**src/gpht_pkg.sv**
```systemverilog
// Shared types, constants and codes of the grouped-probe hash table.
package gpht_pkg;

    localparam int GROUP_COUNT_DEF = 64;
    localparam int GROUP_WIDTH     = 16;
    localparam int SLOT_BITS       = 4;
    localparam int VALUE_BITS_DEF  = 32;
    localparam int KEY_BITS        = 64;
    localparam int TAG_BITS        = 7;
    localparam int LIMIT_BITS      = 10;
    localparam int COUNT_BITS      = 11;
    localparam int RSP_VALUE_BITS  = 32;
    localparam int REQ_VALUE_BITS  = 32;
    localparam int MIX_SHIFT       = 32;

    localparam logic [63:0]           MIX_MUL        = 64'hd6e8feb86659fd93;
    localparam logic [7:0]            CTRL_EMPTY     = 8'h80;
    localparam logic [7:0]            CTRL_TOMB      = 8'hFE;
    localparam logic [LIMIT_BITS-1:0] USED_LIMIT_RST = 10'd896;

    typedef enum logic [1:0] {
        OP_UPSERT = 2'd0,
        OP_LOOKUP = 2'd1,
        OP_ERASE  = 2'd2,
        OP_GETINS = 2'd3
    } t_op;

    typedef enum logic [1:0] {
        ST_FOUND    = 2'd0,
        ST_INSERTED = 2'd1,
        ST_ABSENT   = 2'd2,
        ST_FULL     = 2'd3
    } t_status;

    typedef struct packed {
        t_op                       opcode;
        logic [KEY_BITS-1:0]       lookup_key;
        logic [REQ_VALUE_BITS-1:0] store_value;
    } t_req;

    typedef struct packed {
        t_status                   status;
        logic [RSP_VALUE_BITS-1:0] read_value;
    } t_rsp;

    // Commands from the sequencer to the slot store
    typedef struct packed {
        logic clr;
        logic rd;
        logic ctrl_we;
        logic key_we;
        logic val_we;
    } t_mem_cmd;

endpackage

```
**src/gpht_hash.sv**
```systemverilog
// Multi-cycle key mixer: 64-bit finalizer on one 32x32 multiplier, then tag and start group.
module gpht_hash #(
    parameter int GROUP_COUNT = gpht_pkg::GROUP_COUNT_DEF
) (
    input  logic                                 i_clk,
    input  logic                                 i_rst_n,
    input  logic                                 i_start,
    input  logic [gpht_pkg::KEY_BITS-1:0]        i_key,
    output logic                                 o_done,
    output logic [gpht_pkg::TAG_BITS-1:0]        o_tag,
    output logic [$clog2(GROUP_COUNT)-1:0]       o_group
);

    localparam int GB        = $clog2(GROUP_COUNT);
    localparam bit IS_POW2   = (GROUP_COUNT & (GROUP_COUNT - 1)) == 0;
    localparam int MIX_STEP  = 4;
    localparam int LAST_STEP = IS_POW2 ? MIX_STEP : MIX_STEP + 8;

    logic        r_busy;
    logic        r_done;
    logic [3:0]  r_step;
    logic [63:0] r_a;
    logic [63:0] r_prod;
    logic [63:0] r_acc;
    logic [63:0] r_quot;
    logic [GB-1:0] r_rem;
    logic [gpht_pkg::TAG_BITS-1:0] r_tag;

    logic [31:0]   w_mx;
    logic [31:0]   w_my;
    logic [63:0]   w_prod;
    logic [63:0]   w_h;
    logic [GB-1:0] w_rem_next;

    // low 64 bits of a*MUL: aL*bL + ((aL*bH + aH*bL) << 32)
    always_comb begin
        case (r_step)
            4'd0:    begin w_mx = r_a[31:0];  w_my = gpht_pkg::MIX_MUL[31:0];  end
            4'd1:    begin w_mx = r_a[31:0];  w_my = gpht_pkg::MIX_MUL[63:32]; end
            default: begin w_mx = r_a[63:32]; w_my = gpht_pkg::MIX_MUL[31:0];  end
        endcase
    end

    assign w_prod = 64'(w_mx) * 64'(w_my);
    assign w_h    = r_acc ^ (r_acc >> gpht_pkg::MIX_SHIFT);

    // one byte of the quotient source per cycle, restoring reduction bit by bit
    always_comb begin
        logic [GB:0] t;
        logic [GB-1:0] rem;
        rem = r_rem;
        for (int i = 7; i >= 0; i--) begin
            t = {rem, r_quot[56 + i]};
            if (t >= (GB + 1)'(GROUP_COUNT)) begin
                t = t - (GB + 1)'(GROUP_COUNT);
            end
            rem = t[GB-1:0];
        end
        w_rem_next = rem;
    end

    always_ff @(posedge i_clk) begin
        if (!i_rst_n) begin
            r_busy <= 1'b0;
            r_done <= 1'b0;
            r_step <= '0;
        end else begin
            r_done <= 1'b0;
            if (i_start) begin
                r_busy <= 1'b1;
                r_step <= '0;
            end else if (r_busy) begin
                if (r_step == 4'(LAST_STEP)) begin
                    r_busy <= 1'b0;
                    r_done <= 1'b1;
                end
                r_step <= r_step + 4'd1;
            end
        end
    end

    always_ff @(posedge i_clk) begin
        if (i_start) begin
            r_a <= {i_key[63:32], i_key[31:0] ^ i_key[63:32]};
        end
        if (r_busy) begin
            r_prod <= w_prod;
            case (r_step)
                4'd1: r_acc <= r_prod;
                4'd2, 4'd3: r_acc[63:32] <= r_acc[63:32] + r_prod[31:0];
                4'(MIX_STEP): begin
                    r_tag  <= w_h[gpht_pkg::TAG_BITS-1:0];
                    r_quot <= w_h >> gpht_pkg::TAG_BITS;
                    r_rem  <= IS_POW2 ? w_h[gpht_pkg::TAG_BITS +: GB] : '0;
                end
                default: begin
                    r_rem  <= w_rem_next;
                    r_quot <= r_quot << 8;
                end
            endcase
        end
    end

    assign o_done  = r_done;
    assign o_tag   = r_tag;
    assign o_group = r_rem;

endmodule

```
**config.mk**
```make
export PLATFORM = sky130hd
export DESIGN_NAME = gpht_hash
export DESIGN_NICKNAME = d
export VERILOG_FILES = /design/src/gpht_pkg.sv /design/src/gpht_hash.sv
export SDC_FILE = /design/constraint.sdc
export NUM_CORES = 2
export LEC_CHECK = 0
export BUFFER_PORTS_ARGS = -buffer_cell sky130_fd_sc_hd__buf_4
export CAP_MARGIN = 10
export CELL_PAD_IN_SITES_DETAIL_PLACEMENT = 1
export CELL_PAD_IN_SITES_GLOBAL_PLACEMENT = 1
export CORE_AREA = 2 2 271 273
export CTS_BUF_LIST = sky130_fd_sc_hd__clkbuf_8
export DETAILED_ROUTE_END_ITERATION = 10
export DIE_AREA = 0 0 273 275
export PLACE_DENSITY_LB_ADDON = 0.2
export SLEW_MARGIN = 20
export SYNTH_ARGS = -nofsm -noshare
export SYNTH_HDL_FRONTEND = slang
export SYNTH_SLANG_ARGS = --single-unit
```
**constraint.sdc**
```tcl
create_clock -name i_clk -period 12 [get_ports i_clk]
set_input_delay 0 -clock i_clk [delete_from_list [all_inputs] [get_ports i_clk]]
set_output_delay 0 -clock i_clk [all_outputs]
set_load 0.1 [all_outputs]
```
Word level (Yosys, flattened, before mapping)
Index checks and enable logic that the tools add are counted.
{"block": "totals", "regBits": 275, "inputBits": 67, "output_inout_bits": 14}
{"block": "op_classes", "add_sub_neg": 10, "bitwise_logic": 5, "reduce_logical": 11, "muxes": 17, "n_eq_ne": 4, "magnitude_cmp": 8, "n_mul": 1}
{"operator": "$pmux W64 S2", "n": 1}
{"operator": "$mul A32 B32 Y64", "n": 1}
{"operator": "$mux W32", "n": 2}
{"operator": "$pmux W32 S2", "n": 1}
{"operator": "$xor A64 B32 Y64", "n": 1}
{"operator": "$ge A7 B7 Y1 const B", "n": 8}
{"operator": "$mux W6", "n": 8}
{"operator": "$sub A6 B1 Y6 const B", "n": 8}
{"operator": "$add A32 B32 Y32", "n": 1}
{"operator": "$xor A32 B32 Y32", "n": 1}
{"operator": "$pmux W6 S2", "n": 1}
{"operator": "$eq A4 B2 Y1 const B", "n": 2}
{"operator": "$reduce_and A2 Y1", "n": 4}
{"operator": "$reduce_or A2 Y1", "n": 3}
{"operator": "$reduce_or A3 Y1", "n": 2}
{"operator": "$add A4 B1 Y4 const B", "n": 1}
{"operator": "$eq A4 B1 Y1 const B", "n": 1}
{"operator": "$eq A4 B3 Y1 const B", "n": 1}
{"operator": "$logic_not A4 Y1", "n": 1}
{"operator": "$mux W1", "n": 4}
{"operator": "$not A1 Y1", "n": 3}
{"operator": "$reduce_bool A2 Y1", "n": 1}

Logic depth before layout (Yosys ltp)
{"block": "depth", "word_depth": 17, "depth_mapped": 39, "depth_no_buf": 36}

Worst setup path before layout
No wires, ideal clock.
{"block": "synth_timing", "path_type": "flip-flop to flip-flop", "startpoint": "reg r_step[0]", "endpoint": "reg r_prod[61], data pin", "required_ps": 11740, "stages_incl_launch_ff": 32, "arrival_time_ps": 8885, "setup_slack_ps": 2855, "path_cell_list": "dfxtp_1 > inv_1 > ha_1 > o21ai_0 > clkbuf_1 > buf_1 > mux2i_1 > inv_1 > nand2_1 > inv_1 > fa_1 > fa_1 > inv_1 > fa_1 > fa_1 > inv_1 > fa_1 > fa_1 > fa_1 > inv_1 > fa_1 > inv_1 > ha_1 > a21o_1 > a21oi_1 > o21bai_1 > a221oi_1 > or3b_1 > o21a_1 > a21o_1 > a311oi_2 > xnor2_1"}
{"block": "synth_between", "elab_chain_cells": 4, "elab_cells_between_ends": 6, "classes_between": "mul: 1; eq/ne: 1; mux: 2; reduce/logical: 2"}
{"element": "from (decl)", "line": "gpht_hash.sv:21", "source": "logic [3:0] r_step;"}
{"element": "from (signal assigned)", "line": "gpht_hash.sv:77", "source": "r_step <= r_step + 4'd1;"}
{"element": "$eq A4 B1 Y1 / $logic_not A4 Y1 (equally long branches)", "line": "gpht_hash.sv:37", "source": "case (r_step)"}
{"element": "$reduce_or A2 Y1 (no line)"}
{"element": "$mux W32", "line": "gpht_hash.sv:37"}
{"element": "$mul A32 B32 Y64 (*)", "line": "gpht_hash.sv:44", "source": "assign w_prod = 64'(w_mx) * 64'(w_my);"}
{"element": "via w_prod[61]", "line": "gpht_hash.sv:31", "source": "logic [63:0] w_prod;"}
{"element": "to (signal assigned)", "line": "gpht_hash.sv:87", "source": "r_prod <= w_prod;"}
{"element": "to (decl)", "line": "gpht_hash.sv:23", "source": "logic [63:0] r_prod;"}
The timed path passes the listed nets; every way through them passes the cells marked *.
A chain may end at the register's enable or synchronous reset.

Worst setup path in the final report
{"block": "layout_timing", "startpoint": "reg r_step[0]", "endpoint": "reg r_prod[63], data pin"}
Same word-level chain as after synthesis.

==> flow_metrics.env <==
export IMPL_outcome="finished, final reports clean"
export IMPL_cts_path_max_buffers=3
export IMPL_drv_slew=0
export IMPL_layout_nets=4659
export IMPL_syn_inst=3405
export IMPL_cp_slowest_cell="mux2i_1"
export IMPL_nFillCells=7988
export IMPL_arrival_ns=10.83
export IMPL_die_h_um=275
export IMPL_yosysTopAreaCellShare_pct=35.2
export IMPL_regToRegStartpoint="r_step[0]$_SDFFE_PP0P_"
export IMPL_numCtsBuffers=45
export IMPL_synthTopCellsByArea="fa_1 (35%), edfxtp_1 (21%), ha_1 (14%)"
export IMPL_portBuffers=80
export IMPL_cp_end_kind="flop"
export IMPL_worst_pin_slew_ns=1.20
export IMPL_rsz0062_at_grt="false"
export IMPL_rows=99
export IMPL_drcViolationCount=0
export IMPL_drt_first_pass_iters=5
export IMPL_hold_path_class="primary input to flop"
export IMPL_period_share_pct=87.5
export IMPL_vias=24600
export IMPL_synth_compound_area_share_pct=7.27
export IMPL_muxShareOfSynthArea_pct=1.29
export IMPL_finalSetupViolCount=0
export IMPL_gp_congestion=0.973
export IMPL_clk_pin_slew_worst_paths_ns=0.06
export IMPL_synthArstFlopShare_pct=0
export IMPL_rrSetupSlack_ns=1.50
export IMPL_synth_distinct_cells=70
export IMPL_drive_gt1_share_pct=6.11
export IMPL_min_period_ns=10.50
export IMPL_synthSimpleGateAreaFrac_pct=6.15
export IMPL_synth_seq_cells=253
export IMPL_grt_overflow=0
export IMPL_io_pins=81
export IMPL_fmax_mhz=95.2
export IMPL_worstReg2RegEnd="r_prod[63]$_DFFE_PP_"
export IMPL_syn_to_final_growth_pct=9.20
export IMPL_reg2regPathDepth=28
export IMPL_postRouteAntennaNets=0
export IMPL_yosys_warnings=0
export IMPL_final_hold_violation_count=0
export IMPL_dr_first_iter_drc_count=1467
export IMPL_tritoncts="built"
export IMPL_yosys_area_top_type="fa_1"
export IMPL_grt_use_total_pct=31.7
export IMPL_skew_ns=0.0792
export IMPL_post_drt_wl_per_cell_um=25.6
export IMPL_critPathTopFamily="adder cells"
export IMPL_syn_area_um2=35900
export IMPL_post_cts_buffers=0
export IMPL_insertion_delay_ns=0.67
export IMPL_synth_top_family_by_area="adder cells"
export IMPL_timing_slew_headroom_pct=20.2
export IMPL_crit_fanout=19
export IMPL_min_from="i_key[35]"
export IMPL_cts_sinks=253
export IMPL_root_buffer="clkbuf_8"
export IMPL_synth_top_flop_cell="edfxtp_1"
export IMPL_grt_pass1_wl_mm=173
export IMPL_die_area_um2=75100
export IMPL_cpPeakStageDelay_ns=0.87
export IMPL_worstPathRequired_ns=12.33
export IMPL_hold_depth=2
export IMPL_core_um2=72300
export IMPL_avgSynthCellArea_um2=10.5
export IMPL_grt_max_degree=72
export IMPL_cap_viol_max_count=0
export IMPL_cts_repair_resized=0
export IMPL_initial_core_util_pct=49.6
export IMPL_ys_seq_area_share_pct=21.0
export IMPL_synth_edff_count=247
export IMPL_path_buf_inv=7
export IMPL_synthXorXnorAreaFrac_pct=4.28
export IMPL_hold_end="r_a[35]$_DFFE_PP_"
export IMPL_synth_fa_ha_area_share_pct=49.6
export IMPL_vias_per_cell=5.40
export IMPL_drt_total_wl_mm=116
export IMPL_worstSetupPathType="flop to flop"
export IMPL_tns_ns=0
export IMPL_fp_dieW_um=273
export IMPL_post_dp_hpwl_mm=101
export IMPL_cp_start_kind="flop"
export IMPL_grt_pass1_vias=27700
export IMPL_antenna_found_initial=2
export IMPL_cts_htree_levels=2
==> per-stage QoR <==
stage	utilization (%)	hold slack (ns)	cell area [um2]	setup WS (ns)	std cells
2_1_floorplan	-	0.0989	35900	2.85	3406
3_3_place_gp	51.9	0.193	37600	1.63	4394
3_5_place_dp	52.0	0.195	37600	1.49	4396
4_1_cts	54.1	0.0103	39100	1.38	4544
5_1_grt	54.1	0.0488	39200	0.950	4545
6_report	54.1	0.0679	39200	1.50	4545
==> logic make-up after synthesis <==
group / count (synthesis)
adder cells (fa/ha/maj): 1042
buffers and inverters: 990
AND/OR/NAND/NOR: 489
AO/OA/AOI/OAI: 411
flip-flops: 253
XOR/XNOR: 175
multiplexers: 43
other: 2
==> layer usage <==
layer | GRT usage, % | part of all wire, %
met5 | 0 | 0.0077
met4 | 15.1 | 5.3
met3 | 5.72 | 4.9
met2 | 53.3 | 49
met1 | 39.8 | 41
==> worst max path at each step <==
stage                            from              endpoint  slack, ns  cells after the start
2_1_floorplan  r_step[0]$_SDFFE_PP0P_  r_prod[61]$_DFFE_PP_       2.85                     31
3_3_place_gp   r_step[2]$_SDFFE_PP0P_  r_prod[63]$_DFFE_PP_       1.63                     28
3_5_place_dp   r_step[0]$_SDFFE_PP0P_  r_prod[63]$_DFFE_PP_       1.49                     29
4_1_cts        r_step[0]$_SDFFE_PP0P_  r_prod[63]$_DFFE_PP_       1.38                     29
5_1_grt        r_step[2]$_SDFFE_PP0P_  r_prod[63]$_DFFE_PP_       0.95                     35
6_report       r_step[0]$_SDFFE_PP0P_  r_prod[63]$_DFFE_PP_       1.50                     28
==> placed cells by master (no fill, tap or decap), types with 18 or more instances in the layout <==
master,synthesis,routed
inv_1,914,925
fa_1,630,630
ha_1,412,412
edfxtp_1,247,247
nand2_1,229,229
a21oi_1,126,125
nor2_1,104,103
xnor2_1,98,98
buf_4,0,98
o21ai_0,86,85
a21o_1,79,79
xor2_1,77,77
dlygate4sd3_1,0,66
clkbuf_8,0,45
nand3_1,27,27
nand4_1,26,26
mux2_2,25,25
o21bai_1,22,22
mux2i_1,18,18
==> repair_timing <==
action	in CTS	in global routing
setup endpoints to repair	0	0
hold buffers	66	0
endpoints found under the hold margin	106	0
==> cell type report <==
type	count	area, um2	area share (%)
well taps	959	1200	3.06
flip-flops and latches	253	7540	19.3
clock buffers	45	619	1.58
inverters	921	3460	8.83
diodes	1	2.50	0.00639
repair buffers	166	1440	3.68
multi-input cells	2163	24600	62.9
clock inverters	37	268	0.684
==> cell usage after synthesis, drive strengths merged (8+ instances only) <==
cell type	n
a21oi	127
xnor2	98
nor3	13
and3	15
mux2i	18
inv	916
and2	12
xor2	77
nand4	26
buf	15
a21o	79
clkbuf	54
or2	18
o21bai	22
a31oi	16
nand2b	11
nor2	104
fa	630
o21a	12
nand2	229
nor2b	11
ha	412
edfxtp	247
or4	8
nand3	27
o21ai	90
mux2	25
==> flip-flops by register name, indices dropped and copies added (netlist names) <==
| name | count |
|---|---|
| r_acc | 58 |
| r_busy | 1 |
| r_a | 64 |
| o_done | 1 |
| r_prod | 64 |
| o_group | 6 |
| r_step | 4 |
| r_quot | 48 |
| o_tag | 7 |
Power is left out: the tool's default activity adds up to more than one toggle a clock period on the data nets, which glitch-free logic cannot reach.
